--- src/sv/assert_macros.svh ---
// assertion macros for the rtl modules, included by jct_parse
// no dependencies; the including module must have clk and rst_n in scope
`ifndef ASSERT_MACROS_SVH
`define ASSERT_MACROS_SVH

`ifndef SYNTHESIS

`define ASSERT_CHECK(lbl, prop) \
    lbl: assert property (@(posedge clk) disable iff (!rst_n) prop) \
        else $error("assertion failed");

`define ASSERT_ALWAYS(lbl, prop) \
    lbl: assert property (@(posedge clk) prop) \
        else $error("assertion failed");

`else

`define ASSERT_CHECK(lbl, prop)

`define ASSERT_ALWAYS(lbl, prop)

`endif

`endif

--- src/sv/jct_pkg.sv ---
// types, codes and the value classifier of the command tokenizer
// no dependencies
package jct_pkg;

    localparam int REG_IDX_W = 2;
    localparam int ADDR_W    = REG_IDX_W + 2;
    localparam int POS_W     = 6;

    typedef enum logic [REG_IDX_W-1:0] {
        REG_TERMINAL = 2'd0,
        REG_QUOTE    = 2'd1,
        REG_COLON    = 2'd2,
        REG_CLOSE    = 2'd3
    } reg_idx_t;

    typedef enum logic [2:0] {
        EV_IGNORED  = 3'd0,
        EV_CMD_BYTE = 3'd1,
        EV_CMD_DONE = 3'd2,
        EV_VAL_BYTE = 3'd3,
        EV_VAL_DONE = 3'd4
    } event_t;

    typedef enum logic [2:0] {
        KIND_UNDEF  = 3'd0,
        KIND_NULL   = 3'd1,
        KIND_BOOL   = 3'd2,
        KIND_NUMBER = 3'd3,
        KIND_STRING = 3'd4
    } kind_t;

    localparam logic [7:0] CHAR_DQUOTE = 8'h22;
    localparam logic [7:0] CHAR_N      = 8'h6e;
    localparam logic [7:0] CHAR_T      = 8'h74;
    localparam logic [7:0] CHAR_F      = 8'h66;
    localparam logic [7:0] CHAR_MINUS  = 8'h2d;
    localparam logic [7:0] CHAR_ZERO   = 8'h30;
    localparam logic [7:0] CHAR_NINE   = 8'h39;

    localparam logic [7:0] RST_TERMINAL = 8'd10;
    localparam logic [7:0] RST_QUOTE    = 8'd34;
    localparam logic [7:0] RST_COLON    = 8'd58;
    localparam logic [7:0] RST_CLOSE    = 8'd125;

    typedef struct packed {
        logic [7:0] terminal_char;
        logic [7:0] quote_char;
        logic [7:0] colon_char;
        logic [7:0] close_char;
    } cfg_t;

    typedef struct packed {
        event_t           ev;
        logic [7:0]       chr;
        logic [POS_W-1:0] pos;
        kind_t            kind;
        logic             line_end;
    } res_t;

    function automatic kind_t classify(input logic [7:0] b);
        kind_t k;
        k = KIND_UNDEF;
        if (b == CHAR_N)
        begin
            k = KIND_NULL;
        end
        else if (b == CHAR_T || b == CHAR_F)
        begin
            k = KIND_BOOL;
        end
        else if (b == CHAR_MINUS || (b >= CHAR_ZERO && b <= CHAR_NINE))
        begin
            k = KIND_NUMBER;
        end
        else if (b == CHAR_DQUOTE)
        begin
            k = KIND_STRING;
        end
        return k;
    endfunction

endpackage

--- src/sv/jct_cfg.sv ---
// apb register file for the delimiter bytes of the command tokenizer
// depends on jct_pkg
module jct_cfg (
    input  logic                        clk,
    input  logic                        rst_n,
    input  logic                        psel,
    input  logic                        penable,
    input  logic                        pwrite,
    input  logic [jct_pkg::ADDR_W-1:0]  paddr,
    input  logic [31:0]                 pwdata,
    output logic [31:0]                 prdata,
    output logic                        pready,
    output jct_pkg::cfg_t               cfg
);
    import jct_pkg::*;

    cfg_t     cfg_reg;
    cfg_t     cfg_next;
    reg_idx_t idx;
    logic     wr_en;
    logic [7:0] rd_byte;

    assign idx    = reg_idx_t'(paddr[ADDR_W-1:2]);
    assign wr_en  = psel && penable && pwrite;
    assign pready = 1'b1;
    assign cfg    = cfg_reg;

    always_comb
    begin
        cfg_next = cfg_reg;
        if (wr_en)
        begin
            case (idx)
                REG_TERMINAL: cfg_next.terminal_char = pwdata[7:0];
                REG_QUOTE:    cfg_next.quote_char    = pwdata[7:0];
                REG_COLON:    cfg_next.colon_char    = pwdata[7:0];
                REG_CLOSE:    cfg_next.close_char    = pwdata[7:0];
                default:      cfg_next = cfg_reg;
            endcase
        end
    end

    always_comb
    begin
        case (idx)
            REG_TERMINAL: rd_byte = cfg_reg.terminal_char;
            REG_QUOTE:    rd_byte = cfg_reg.quote_char;
            REG_COLON:    rd_byte = cfg_reg.colon_char;
            REG_CLOSE:    rd_byte = cfg_reg.close_char;
            default:      rd_byte = 8'd0;
        endcase
    end

    assign prdata = {24'd0, rd_byte};

    always_ff @(posedge clk or negedge rst_n)
    begin
        if (!rst_n)
        begin
            cfg_reg.terminal_char <= RST_TERMINAL;
            cfg_reg.quote_char    <= RST_QUOTE;
            cfg_reg.colon_char    <= RST_COLON;
            cfg_reg.close_char    <= RST_CLOSE;
        end
        else
        begin
            cfg_reg <= cfg_next;
        end
    end

endmodule

--- src/sv/jct_parse.sv ---
// parser state and per-byte next-state logic of the command tokenizer
// depends on jct_pkg and assert_macros.svh
`include "assert_macros.svh"

module jct_parse #(
    parameter int LINE_BYTES = 64
) (
    input  logic           clk,
    input  logic           rst_n,
    input  logic           step,
    input  logic [7:0]     rx_byte,
    input  jct_pkg::cfg_t  cfg,
    output jct_pkg::res_t  res
);
    import jct_pkg::*;

    localparam int LCW = $clog2(LINE_BYTES + 1);

    typedef enum logic [2:0] {
        PH_WAIT_QUOTE = 3'd0,
        PH_CMD        = 3'd1,
        PH_WAIT_COLON = 3'd2,
        PH_VALUE      = 3'd3,
        PH_IGNORE     = 3'd4
    } phase_t;

    phase_t           phase_reg;
    phase_t           phase_next;
    logic [POS_W-1:0] field_reg;
    logic [POS_W-1:0] field_next;
    logic [LCW-1:0]   line_reg;
    logic [LCW-1:0]   line_next;
    logic [LCW-1:0]   line_inc;
    kind_t            kind_reg;
    kind_t            kind_next;
    event_t           ev;
    logic [POS_W-1:0] pos;
    logic             lend;
    logic             term_hit;

    assign term_hit = (rx_byte == cfg.terminal_char);

    always_comb
    begin
        phase_next = phase_reg;
        field_next = field_reg;
        line_next  = line_reg;
        kind_next  = kind_reg;
        ev         = EV_IGNORED;
        pos        = '0;
        lend       = 1'b0;
        line_inc   = line_reg + 1'b1;
        if (term_hit)
        begin
            phase_next = PH_WAIT_QUOTE;
            field_next = '0;
            line_next  = '0;
            lend       = 1'b1;
        end
        else
        begin
            case (phase_reg)
                PH_WAIT_QUOTE:
                begin
                    if (rx_byte == cfg.quote_char)
                    begin
                        phase_next = PH_CMD;
                    end
                end
                PH_CMD:
                begin
                    pos = field_reg;
                    if (rx_byte == cfg.quote_char)
                    begin
                        ev         = EV_CMD_DONE;
                        field_next = '0;
                        phase_next = PH_WAIT_COLON;
                    end
                    else
                    begin
                        ev         = EV_CMD_BYTE;
                        field_next = field_reg + 1'b1;
                    end
                end
                PH_WAIT_COLON:
                begin
                    if (rx_byte == cfg.colon_char)
                    begin
                        phase_next = PH_VALUE;
                    end
                end
                PH_VALUE:
                begin
                    pos = field_reg;
                    // type is taken before the close test, so an empty value classifies the brace
                    if (field_reg == '0)
                    begin
                        kind_next = classify(rx_byte);
                    end
                    if (rx_byte == cfg.close_char)
                    begin
                        ev         = EV_VAL_DONE;
                        phase_next = PH_IGNORE;
                    end
                    else
                    begin
                        ev         = EV_VAL_BYTE;
                        field_next = field_reg + 1'b1;
                    end
                end
                default:
                begin
                    ev = EV_IGNORED;
                end
            endcase
            line_next = line_inc;
            if (line_inc == LCW'(LINE_BYTES))
            begin
                phase_next = PH_WAIT_QUOTE;
                field_next = '0;
                line_next  = '0;
                lend       = 1'b1;
            end
        end
        res.ev       = ev;
        res.chr      = rx_byte;
        res.pos      = pos;
        res.kind     = kind_next;
        res.line_end = lend;
    end

    always_ff @(posedge clk or negedge rst_n)
    begin
        if (!rst_n)
        begin
            phase_reg <= PH_WAIT_QUOTE;
            field_reg <= '0;
            line_reg  <= '0;
            kind_reg  <= KIND_UNDEF;
        end
        else if (step)
        begin
            phase_reg <= phase_next;
            field_reg <= field_next;
            line_reg  <= line_next;
            kind_reg  <= kind_next;
        end
    end

    `ASSERT_CHECK(a_line_range, line_reg < LCW'(LINE_BYTES))
    `ASSERT_CHECK(a_terminal_restart, step && term_hit |=> phase_reg == PH_WAIT_QUOTE && line_reg == '0)
    `ASSERT_CHECK(a_end_restart, step && res.line_end |=> phase_reg == PH_WAIT_QUOTE && field_reg == '0)
    `ASSERT_CHECK(a_hold_idle, !step |=> $stable(phase_reg) && $stable(kind_reg) && $stable(line_reg))
    `ASSERT_CHECK(a_field_cleared, phase_reg == PH_WAIT_QUOTE || phase_reg == PH_WAIT_COLON |-> field_reg == '0)

endmodule

--- src/sv/json_command_tokenizer.sv ---
// json_command_tokenizer: splits one-line {"cmd":value} messages into per-byte events
//
// rx channel: one byte per transfer (rx_valid/rx_ready). res channel: one result
// transfer per byte (event_res, char_out, position, value_kind, line_end).
// a byte is held in an input register, parsed combinationally against the parser
// state and written to the result register while phase, field index, line count
// and type update together; throughput is one byte per cycle while rx_valid and
// res_ready stay high.
// while res_ready is low the result register holds and the input register
// fills; rx_ready then drops until the result is taken, and nothing is lost.
// the delimiter bytes sit in an apb register file (terminal, quote, colon, close at
// byte addresses 0, 4, 8, 12); the user must write them only while idle, unchecked.
// reset (rst_n low, asynchronous) empties both registers, restarts the parser
// in the wait-for-quote phase with an undefined value type and loads the
// default delimiters (line feed, double quote, colon, closing brace).
// LINE_BYTES sets how many parsed bytes end a line without a terminal byte.
// depends on jct_pkg, jct_cfg and jct_parse
module json_command_tokenizer #(
    parameter int LINE_BYTES = 64
) (
    input  logic                        clk,
    input  logic                        rst_n,
    input  logic                        psel,
    input  logic                        penable,
    input  logic                        pwrite,
    input  logic [jct_pkg::ADDR_W-1:0]  paddr,
    input  logic [31:0]                 pwdata,
    output logic [31:0]                 prdata,
    output logic                        pready,
    input  logic                        rx_valid,
    output logic                        rx_ready,
    input  logic [7:0]                  rx_byte,
    output logic                        res_valid,
    input  logic                        res_ready,
    output logic [2:0]                  event_res,
    output logic [7:0]                  char_out,
    output logic [jct_pkg::POS_W-1:0]   position,
    output logic [2:0]                  value_kind,
    output logic                        line_end
);
    import jct_pkg::*;

    cfg_t       cfg;
    res_t       res;
    res_t       res_reg;
    logic       in_valid_reg;
    logic [7:0] in_byte_reg;
    logic       out_valid_reg;
    logic       adv;

    // parse when the held byte can move into a free or draining result register
    assign adv      = in_valid_reg && (!out_valid_reg || res_ready);
    assign rx_ready = !in_valid_reg || adv;

    jct_cfg u_cfg (
        .clk     (clk),
        .rst_n   (rst_n),
        .psel    (psel),
        .penable (penable),
        .pwrite  (pwrite),
        .paddr   (paddr),
        .pwdata  (pwdata),
        .prdata  (prdata),
        .pready  (pready),
        .cfg     (cfg)
    );

    jct_parse #(
        .LINE_BYTES (LINE_BYTES)
    ) u_parse (
        .clk     (clk),
        .rst_n   (rst_n),
        .step    (adv),
        .rx_byte (in_byte_reg),
        .cfg     (cfg),
        .res     (res)
    );

    always_ff @(posedge clk or negedge rst_n)
    begin
        if (!rst_n)
        begin
            in_valid_reg  <= 1'b0;
            out_valid_reg <= 1'b0;
        end
        else
        begin
            if (rx_ready)
            begin
                in_valid_reg <= rx_valid;
            end
            if (adv)
            begin
                out_valid_reg <= 1'b1;
            end
            else if (res_ready)
            begin
                out_valid_reg <= 1'b0;
            end
        end
    end

    always_ff @(posedge clk)
    begin
        if (rx_ready && rx_valid)
        begin
            in_byte_reg <= rx_byte;
        end
        if (adv)
        begin
            res_reg <= res;
        end
    end

    assign res_valid  = out_valid_reg;
    assign event_res  = res_reg.ev;
    assign char_out   = res_reg.chr;
    assign position   = res_reg.pos;
    assign value_kind = res_reg.kind;
    assign line_end   = res_reg.line_end;

endmodule
--- config.mk ---
export PLATFORM = sky130hd
export DESIGN_NAME = json_command_tokenizer
export DESIGN_NICKNAME = d
export VERILOG_FILES = /design/src/sv/jct_pkg.sv /design/src/sv/jct_cfg.sv /design/src/sv/jct_parse.sv /design/src/sv/json_command_tokenizer.sv
export VERILOG_INCLUDE_DIRS = /design/src /design/src/sv
export SDC_FILE = /design/constraint.sdc
export NUM_CORES = 1
export LEC_CHECK = 0
export BUFFER_PORTS_ARGS = -buffer_cell sky130_fd_sc_hd__buf_2
export CAP_MARGIN = 5
export CORE_MARGIN = 2
export CORE_UTILIZATION = 54
export CTS_CLUSTER_SIZE = 28
export DETAILED_ROUTE_END_ITERATION = 10
export PLACE_DENSITY_LB_ADDON = 0.25
export SYNTH_ARGS = -nofsm -noshare
export SYNTH_HDL_FRONTEND = slang
export SYNTH_HIERARCHICAL = 1
export SYNTH_SLANG_ARGS = --single-unit
--- constraint.sdc ---
create_clock -name clk -period 3.5 [get_ports clk]
set_input_delay 0.525 -clock clk [delete_from_list [all_inputs] [get_ports clk]]
set_output_delay 0.525 -clock clk [all_outputs]
set_load 0.005 [all_outputs]
Word-level counts from Yosys, hierarchy flattened
Index checks and enable logic that the tools add are counted.
Word-level totals
  memories kept: 0
  input port bits: 51
  bits in read-only memories: 0
  word-level logic and storage cells: 95
  bits in latches: 0
  register bits after elaboration: 82
  RAM bits: 0
Cells by class
  $lt $le $gt $ge: 2
  muxes and demuxes: 28
  reduce and logical (&&, ||, !) cells: 25
  $mul: 0
  equal/unequal tests: 21
  div/mod/pow operators: 0
  bitwise gates (word level): 1
  add/sub/neg operators: 2
  shift-type cells: 0
Operators with widths (number)
  3-bit 2-to-1 mux: 14
  8-bit equality test: 4
  8-bit case mux with 4 select lines: 1
  8-bit by 7-bit equality test with 1-bit output, second input constant: 3
  6-bit 2-to-1 mux: 4
  8-bit by 6-bit equality test with 1-bit output, second input constant: 2
  4-bit by 1-bit inequality test with 1-bit output, second input constant: 4
  7-bit 2-to-1 mux: 2
  3-bit case mux with 4 select lines: 1
  6-bit case mux with 2 select lines: 1
  8-bit by 6-bit greater-or-equal comparator with 1-bit output, second input constant: 1
  8-bit by 6-bit <= comparator with 1-bit output, second input constant: 1
  2-bit AND reduction: 4
  7-bit by 1-bit adder with 7-bit output, second input constant: 1
  7-bit equality test, second input constant: 1
  6-bit by 1-bit adder with 6-bit output, second input constant: 1
  3-bit by 2-bit equality test with 1-bit output, second input constant: 2
  6-bit zero test: 1
  3-bit case mux with 2 select lines: 1
  6-bit AND reduction: 1
  6-bit nonzero test: 1
  1-bit logical AND: 5
  2-bit equality test, second input constant: 2
  1-bit logical OR: 4
  other kinds (13): 17

Depth between registers and ports, before layout
Gate-level depths: netlist of the first run.
  word-level depth: 9
  depth in mapped cells: 8
  gate-level depth less buffers: 7

By module
The synthesis of the first run kept the hierarchy.
Modules (own cells, without submodules)
  jct_parse: cells an instance 222, instances 1, sequential area each 475.5 µm², area each 1911.8 µm²
  jct_cfg: cells an instance 107, instances 1, sequential area each 818.3 µm², area each 1642.8 µm²
  json_command_tokenizer: cells an instance 37, instances 1, sequential area each 920.9 µm², area each 974.7 µm²

Worst setup path before layout of the first run
No wires, ideal clock.
  kind: input -> register
  start: input res_ready
  end: register u_parse.field_reg[2]
  stages on the path: 8
  arrival: 2.591 ns
  path buffers: 1
  setup slack: 0.832 ns
  cell sequence: nand2b_1 -> and2_1 -> buf_2 -> clkinv_1 -> nor4_2 -> a221oi_4 -> nand2b_1 -> o21ai_1
Between the ends
  longest elaborated chain between the ends: 3
RTL lines
  from (decl): RTL line json_command_tokenizer.sv:34  | input logic res_ready,
  1-bit logical OR: RTL line json_command_tokenizer.sv:52  | assign adv = in_valid_reg && (!out_valid_reg || res_ready);
  1-bit logical AND: RTL line json_command_tokenizer.sv:52
  named net adv: RTL line json_command_tokenizer.sv:49  | logic adv;
  3-bit AND reduction (no source line)
  to (signal assigned): RTL line jct_parse.sv:144  | field_reg <= field_next;
  to (decl): RTL line jct_parse.sv:29  | logic [POS_W-1:0] field_reg;
The timed path passes the listed nets, and every way through them passes these cells.
A chain may end at the register's enable or synchronous reset.

==> results.py, run 1 <==
metrics = {
    "logic_synthesis": {
        "synth-edff-count": 29,
        "synth-async-reset-ratio_pct": 64.6,
        "syn_inst": 366,
        "summed_instance_area_of_the_synthesized_netlist_mm2": 0.00453,
        "post_synth_num_cell_types": 63,
        "synth_sequential_area_ratio_pct": 48.9,
        "yosysWarnings": 6,
        "ys_dominant_reg_cell": "sky130_fd_sc_hd__dfrtp_1",
        "ys_ff_latch": 82,
        "synthesized_area_per_cell_um2": 12.4,
        "post-synth-top-area-cell": "sky130_fd_sc_hd__dfrtp_1",
        "synth.area.top_cells": "sky130_fd_sc_hd__dfrtp_1 (22%), sky130_fd_sc_hd__edfxtp_1 (19%), sky130_fd_sc_hd__mux2_2 (8.5%), sky130_fd_sc_hd__dfstp_2 (8.1%), sky130_fd_sc_hd__buf_4 (6.3%)",
        "synth_largest_type_area_fraction_pct": 21.5,
    },
    "setup_path": {
        "gate_family_responsible_for_the_most_delay_along_the_worst_path": "simple AND/OR/NAND/NOR gates",
        "critPathArrivalTime_ps": 2690,
        "worstSetupStartpointType": "flip-flop",
        "reg2reg_slack_ps": 1060,
        "critPathBufInv": 1,
        "critPathCaptureType": "flip-flop",
        "r2r_cells": 7,
        "critPathMaxStageDelay_ps": 600,
        "crit_path_end": "u_parse/kind_reg[1]$_DFFE_PN0P_",
        "count_of_cell_instances_traversed_by_the_critical_path": 7,
        "critPathKind": "flip-flop to flip-flop",
        "cpMaxStageDelayCell": "sky130_fd_sc_hd__edfxtp_1",
        "critical_path_source": "in_byte_reg[1]$_DFFE_PP_",
        "worst_r2r_start": "in_byte_reg[1]$_DFFE_PP_",
        "worstPathCellList": "xnor2_1 -> nand4_1 -> nor2_4 -> buf_4 -> nand4b_4 -> mux2_1 -> mux2_2",
        "critical_path_data_required_time_ps": 3750,
        "crit_path_max_fanout": 17,
        "critical_path.reg2reg.endpoint": "u_parse/kind_reg[1]$_DFFE_PN0P_",
    },
    "timing": {
        "final.min_clock_period_ps": 2440,
        "final.period_utilization_pct": 69.7,
        "post_route_clock_skew_ps": 8.25,
        "final_max_slew_violation_count": 0,
        "setup_viol": 0,
        "max_freq_mhz": 410,
        "tns_ps": 0,
        "worst_pin_slew_ps": 804,
        "timing.final.hold_violations": 0,
        "timing.final.ws_setup_ps": 1060,
        "timing.max_slew.rel_slack_pct": 46.4,
        "rsz0062_at_grt": "no",
    },
    "detailed_routing": {
        "detail-route-antenna-nets": 0,
        "detail_route.wirelength_mm": 8.63,
        "viasPerCell": 5.46,
        "drc": 0,
        "dr.first_iter.drc_count": 128,
        "via_count": 2841,
        "drt_first_pass_iters": 4,
        "avgRoutedWirePerCell_um": 16.6,
    },
    "die": {
        "floorplan.core_area_mm2": 0.00818,
        "fp.dieW_um": 95.6,
        "chipHeight_um": 95.6,
        "initial_core_util_pct": 55.4,
        "dieArea_mm2": 0.00914,
        "io_pins": 107,
        "rows": 33,
    },
    "placed_design": {
        "hpwlAfterDp_mm": 6.27,
        "pre_cts_ws_ps": 1060,
        "placedCellCount": 504,
        "gp_routability_congestion": 0.860,
        "port_buffers": 55,
    },
    "cells_and_area": {
        "regArea_mm2": 0.00221,
        "stdcell_count": 520,
        "nets": 465,
        "final_core_util_pct": 59.6,
        "area_growth_pct": 7.51,
        "multi_input_comb_area_mm2": 0.00201,
        "fill_cells": 701,
        "final_layout_size_suffix_gt1_share_pct": 35.2,
        "largest_reg_flops": 32,
        "antennaDiodeCount": 0,
    },
    "clocking": {
        "clock-root-buffer": "sky130_fd_sc_hd__clkbuf_8",
        "clock_sink_count": 82,
        "clkLatencyLatePin_ps": 360,
        "cts_resized": 0,
        "worst_setup_hold_path_clk_slew_ps": 80,
        "cts_tree": "done",
        "post-cts-setup-buffers": 0,
        "max-clock-path-buffers": 2,
        "cts_hold_buf": 0,
        "htreeDepth": 3,
        "numCtsBuffers": 9,
    },
    "grt": {
        "pin_count_of_the_biggest_net_entering_global_routing": 37,
        "number_of_global_route_vias_before_repair": 2755,
        "globalRoute.totalOverflow": 0,
        "grt_use_total_pct": 20.5,
        "grt_antenna_before_repair": 0,
        "grt_first_pass_wirelength_mm": 13.8,
    },
    "power": {
        "power.ir.vdd_worst_mv": 0.333,
        "power.density_mw_per_mm2": 551,
        "cell_leakage_power_uw": 0.00203,
    },
    "job": {
        "drv.max_cap_violation_count": 0,
    },
    "outcome": {
        "outcome": "finished clean",
    },
    "hold_path": {
        "hp-class": "input port to async pin",
    },
}
==> synth_stat cells, types with 5 or more instances <==
cell type and instances:
sky130_fd_sc_hd__nor3_1 12, sky130_fd_sc_hd__mux2_2 34, sky130_fd_sc_hd__nand2_1 14, sky130_fd_sc_hd__dfstp_2 14
sky130_fd_sc_hd__buf_2 7, sky130_fd_sc_hd__edfxtp_1 29, sky130_fd_sc_hd__and2_1 5, sky130_fd_sc_hd__mux4_2 8
sky130_fd_sc_hd__a21oi_1 8, sky130_fd_sc_hd__nand3_1 9, sky130_fd_sc_hd__buf_4 38, sky130_fd_sc_hd__dfrtp_1 39
sky130_fd_sc_hd__inv_1 9, sky130_fd_sc_hd__xor2_1 16, sky130_fd_sc_hd__o21ai_1 8, sky130_fd_sc_hd__nand2b_1 8
sky130_fd_sc_hd__nor2_1 10, sky130_fd_sc_hd__xnor2_1 19
==> where the power goes <==
part / switching (uW) / total (uW) / internal, uW
sequential: 189 / 1420 / 1230
clock: 337 / 592 / 255
combinational: 334 / 676 / 342
total: 861 / 2680 / 1820
==> cells by family after synthesis <==
kind of cell / synth area share [%]
compound gates: 7.49
xor+xnor: 6.77
fa+ha+maj: 1.11
buf+inv: 8.65
flops: 48.9
mux: 13.4
other cells: 0.166
simple gates: 13.5
==> routing by layer <==
metal	vias up	global-route usage (%)	routed length (um)
li1	1354	-	-
met1	1392	27.4	3740
met2	81	32.6	4300
met3	14	4.11	412
met4	0	8.69	184
met5	-	0	0
==> cell usage in the layout (no fill, tap or decap), types with 12 or more instances in the layout <==
master | Yosys | layout
sky130_fd_sc_hd__conb_1 | 2 | 25
sky130_fd_sc_hd__dfstp_2 | 14 | 14
sky130_fd_sc_hd__nand2_1 | 14 | 14
sky130_fd_sc_hd__dfrtp_1 | 39 | 39
sky130_fd_sc_hd__mux2_2 | 34 | 34
sky130_fd_sc_hd__buf_2 | 7 | 55
sky130_fd_sc_hd__edfxtp_1 | 29 | 29
sky130_fd_sc_hd__nor3_1 | 12 | 12
sky130_fd_sc_hd__xor2_1 | 16 | 16
sky130_fd_sc_hd__xnor2_1 | 19 | 19
==> per-stage QoR <==
stage	cell area [um2]	hold slack, ps	power [uW]
2_1_floorplan	4620	229	1930
3_3_place_gp	4710	486	2080
3_5_place_dp	4710	496	2110
4_1_cts	4870	263	2700
5_1_grt	4870	295	2840
6_report	4870	244	2680
==> worst reg2reg max path, cell delays in order (launching register included) <==
cell,delay [ps]
sky130_fd_sc_hd__edfxtp_1,600
sky130_fd_sc_hd__xnor2_1,260
sky130_fd_sc_hd__nand4_1,250
sky130_fd_sc_hd__nor2_4,160
sky130_fd_sc_hd__buf_4,250
sky130_fd_sc_hd__nand4b_4,200
sky130_fd_sc_hd__mux2_1,350
sky130_fd_sc_hd__mux2_2,260
==> final cells by class <==
type	count	share of cell area, %
Clock inverter	5	0.668
Timing Repair Buffer	60	6.42
Sequential cell	82	45.5
Tap cell	105	2.70
Multi-Input combinational cell	247	41.3
Clock buffer	11	2.70
Inverter	10	0.771
==> worst min path at each step <==
stage | start | to | slack, ps
2_1_floorplan | rst_n | in_valid_reg$_DFFE_PN0P_ | 230
3_3_place_gp | u_parse/kind_reg[0]$_DFFE_PN0P_ | u_parse/kind_reg[0]$_DFFE_PN0P_ | 490
5_1_grt | rst_n | u_parse/field_reg[2]$_DFFE_PN0P_ | 300
3_5_place_dp | u_parse/kind_reg[1]$_DFFE_PN0P_ | u_parse/kind_reg[1]$_DFFE_PN0P_ | 500
6_report | rst_n | u_parse/field_reg[3]$_DFFE_PN0P_ | 240
4_1_cts | rst_n | u_parse/field_reg[2]$_DFFE_PN0P_ | 260
No activity file was read; power rests on OpenSTA's default activity.
==> inputs of run 2 (changes only) <==
==> constraint.sdc (replaced) <==
create_clock -name clk -period 2.47 [get_ports clk]
set_input_delay 0.3705 -clock clk [delete_from_list [all_inputs] [get_ports clk]]
set_output_delay 0.3705 -clock clk [all_outputs]
set_load 0.005 [all_outputs]
==> run 2 against run 1 <==
  * Global-route usage rose by 0.079 points
  * Register-to-register slack lost 770 ps
  * Worst hold slack worse by 68 ps
  * Setup slack got worse by 770 ps
  * Final cell count increased by 0.96%
  * Clock power increased by 60%
  * Power up 46%
  * Highest routed layer unchanged
  * Sequential cell count unchanged
==> results.py, run 2 (synthesis gave the netlist of run 1 again) <==
metrics = {
    "detailed_routing": {
        "detail_route.wirelength_mm": 8.87,
        "drc": 0,
        "avgRoutedWirePerCell_um": 16.9,
        "dr.first_iter.drc_count": 146,
        "drt_first_pass_iters": 4,
        "detail-route-antenna-nets": 0,
        "via_count": 2887,
        "viasPerCell": 5.50,
    },
    "job": {
        "drv.max_cap_violation_count": 0,
    },
    "die": {
        "floorplan.core_area_mm2": 0.00818,
        "fp.dieW_um": 95.6,
        "rows": 33,
        "dieArea_mm2": 0.00914,
        "chipHeight_um": 95.6,
        "initial_core_util_pct": 55.4,
        "io_pins": 107,
    },
    "grt": {
        "grt_antenna_before_repair": 0,
        "globalRoute.totalOverflow": 0,
        "pin_count_of_the_biggest_net_entering_global_routing": 44,
        "grt_use_total_pct": 20.6,
        "number_of_global_route_vias_before_repair": 2745,
        "grt_first_pass_wirelength_mm": 14.0,
    },
    "setup_path": {
        "r2r_cells": 7,
        "critPathKind": "flip-flop to flip-flop",
        "reg2reg_slack_ps": 290,
        "critPathArrivalTime_ps": 2410,
        "crit_path_max_fanout": 16,
        "cpMaxStageDelayCell": "sky130_fd_sc_hd__edfxtp_1",
        "critical_path.reg2reg.endpoint": "u_parse/line_reg[6]$_DFFE_PN0P_",
        "worstSetupStartpointType": "flip-flop",
        "critPathBufInv": 1,
        "critical_path_data_required_time_ps": 2700,
        "worstPathCellList": "xnor2_1 -> nand4_1 -> nor2_4 -> buf_4 -> a21o_1 -> nor2_1 -> a22o_1",
        "critPathMaxStageDelay_ps": 520,
        "gate_family_responsible_for_the_most_delay_along_the_worst_path": "simple AND/OR/NAND/NOR gates",
        "critPathCaptureType": "flip-flop",
        "worst_r2r_start": "in_byte_reg[5]$_DFFE_PP_",
    },
    "power": {
        "power.ir.vdd_worst_mv": 0.443,
        "cell_leakage_power_uw": 0.00208,
        "power.density_mw_per_mm2": 795,
    },
    "clocking": {
        "clock-root-buffer": "sky130_fd_sc_hd__clkbuf_8",
        "cts_resized": 0,
        "cts_tree": "done",
        "numCtsBuffers": 9,
        "cts_hold_buf": 0,
        "htreeDepth": 3,
        "clkLatencyLatePin_ps": 350,
        "max-clock-path-buffers": 2,
        "clock_sink_count": 82,
        "post-cts-setup-buffers": 0,
        "worst_setup_hold_path_clk_slew_ps": 80,
    },
    "cells_and_area": {
        "fill_cells": 692,
        "mostFrequentLayoutCell": "sky130_fd_sc_hd__buf_2",
        "final_layout_size_suffix_gt1_share_pct": 36.4,
        "nets": 470,
        "antennaDiodeCount": 0,
        "area_growth_pct": 9.17,
        "largest_reg_flops": 32,
        "stdcell_area_mm2": 0.00494,
        "final_cell_mix": "sky130_fd_sc_hd__buf_2 (55), sky130_fd_sc_hd__dfrtp_1 (39), sky130_fd_sc_hd__mux2_2 (34)",
    },
    "timing": {
        "final.min_clock_period_ps": 2180,
        "timing.max_slew.rel_slack_pct": 35.1,
        "worst_pin_slew_ps": 973,
        "final_max_slew_violation_count": 0,
        "timing.final.hold_violations": 0,
        "setup_viol": 0,
        "rsz0062_at_grt": "no",
        "final.period_utilization_pct": 88.2,
        "tns_ps": 0,
        "post_route_clock_skew_ps": 7.89,
        "max_freq_mhz": 459,
    },
    "placed_design": {
        "gp_routability_congestion": 0.814,
        "port_buffers": 55,
        "hpwlAfterDp_mm": 6.46,
        "placedInstanceArea_mm2": 0.00474,
    },
    "hold_path": {
        "hp-class": "input port to async pin",
    },
    "outcome": {
        "outcome": "finished clean",
    },
}
[run 2: cell types whose count changed in the layout (fill, tap and decap cells not counted), sizes merged]
cell	delta
buf	+5
clkbuf	+2
clkinvlp	-2
[run 2: stage by stage]
stage	worst slack (ps)	util [%]	hold slack, ps	power [uW]	cells
2_1_floorplan	168	-	74.9	2730	389
3_3_place_gp	368	58.0	486	2960	509
3_5_place_dp	313	58.0	496	3010	509
4_1_cts	302	60.5	175	3970	525
5_1_grt	185	60.5	170	4170	525
6_report	292	60.5	177	3930	525
[run 2: power by group]
part           switching, uW  internal (uW)  total (uW)
logic                    488            493         981
clock network            460            487         947
registers                264           1740        2000
[run 2: per-layer routing]
| layer | wire length (um) | vias to the layer above | part of all wire [%] | track usage, % |
|---|---|---|---|---|
| met5 | 0 | - | 0 | 0 |
| met4 | 189 | 0 | 2.1 | 7.14 |
| met3 | 521 | 19 | 5.9 | 6.40 |
| met2 | 4400 | 99 | 50 | 32.9 |
| met1 | 3760 | 1409 | 42 | 26.6 |
| li1 | - | 1360 | - | - |
[run 2: area by class of cell]
type	count	area (um2)	area share [%]
Clock inverter	3	18.8	0.380
Tap cell	105	131	2.66
Inverter	10	37.5	0.759
Clock buffer	13	181	3.67
Sequential cell	82	2210	44.8
Timing Repair Buffer	65	350	7.09
Multi-Input combinational cell	247	2010	40.7
[run 2: worst max-delay path by stage]
| stage | startpoint | end | slack (ps) | depth (start not counted) |
|---|---|---|---|---|
| finish | in_byte_reg[5]$_DFFE_PP_ | u_parse/line_reg[6]$_DFFE_PN0P_ | 290 | 7 |
| global route | in_byte_reg[4]$_DFFE_PP_ | u_parse/field_reg[4]$_DFFE_PN0P_ | 190 | 7 |
| CTS | in_byte_reg[4]$_DFFE_PP_ | u_parse/field_reg[4]$_DFFE_PN0P_ | 300 | 7 |
| detailed placement | in_byte_reg[5]$_DFFE_PP_ | u_parse/line_reg[6]$_DFFE_PN0P_ | 310 | 7 |
| global placement | in_byte_reg[6]$_DFFE_PP_ | u_parse/field_reg[4]$_DFFE_PN0P_ | 370 | 7 |
| floorplan | res_valid$_DFFE_PN0P_ | u_parse/field_reg[2]$_DFFE_PN0P_ | 170 | 8 |
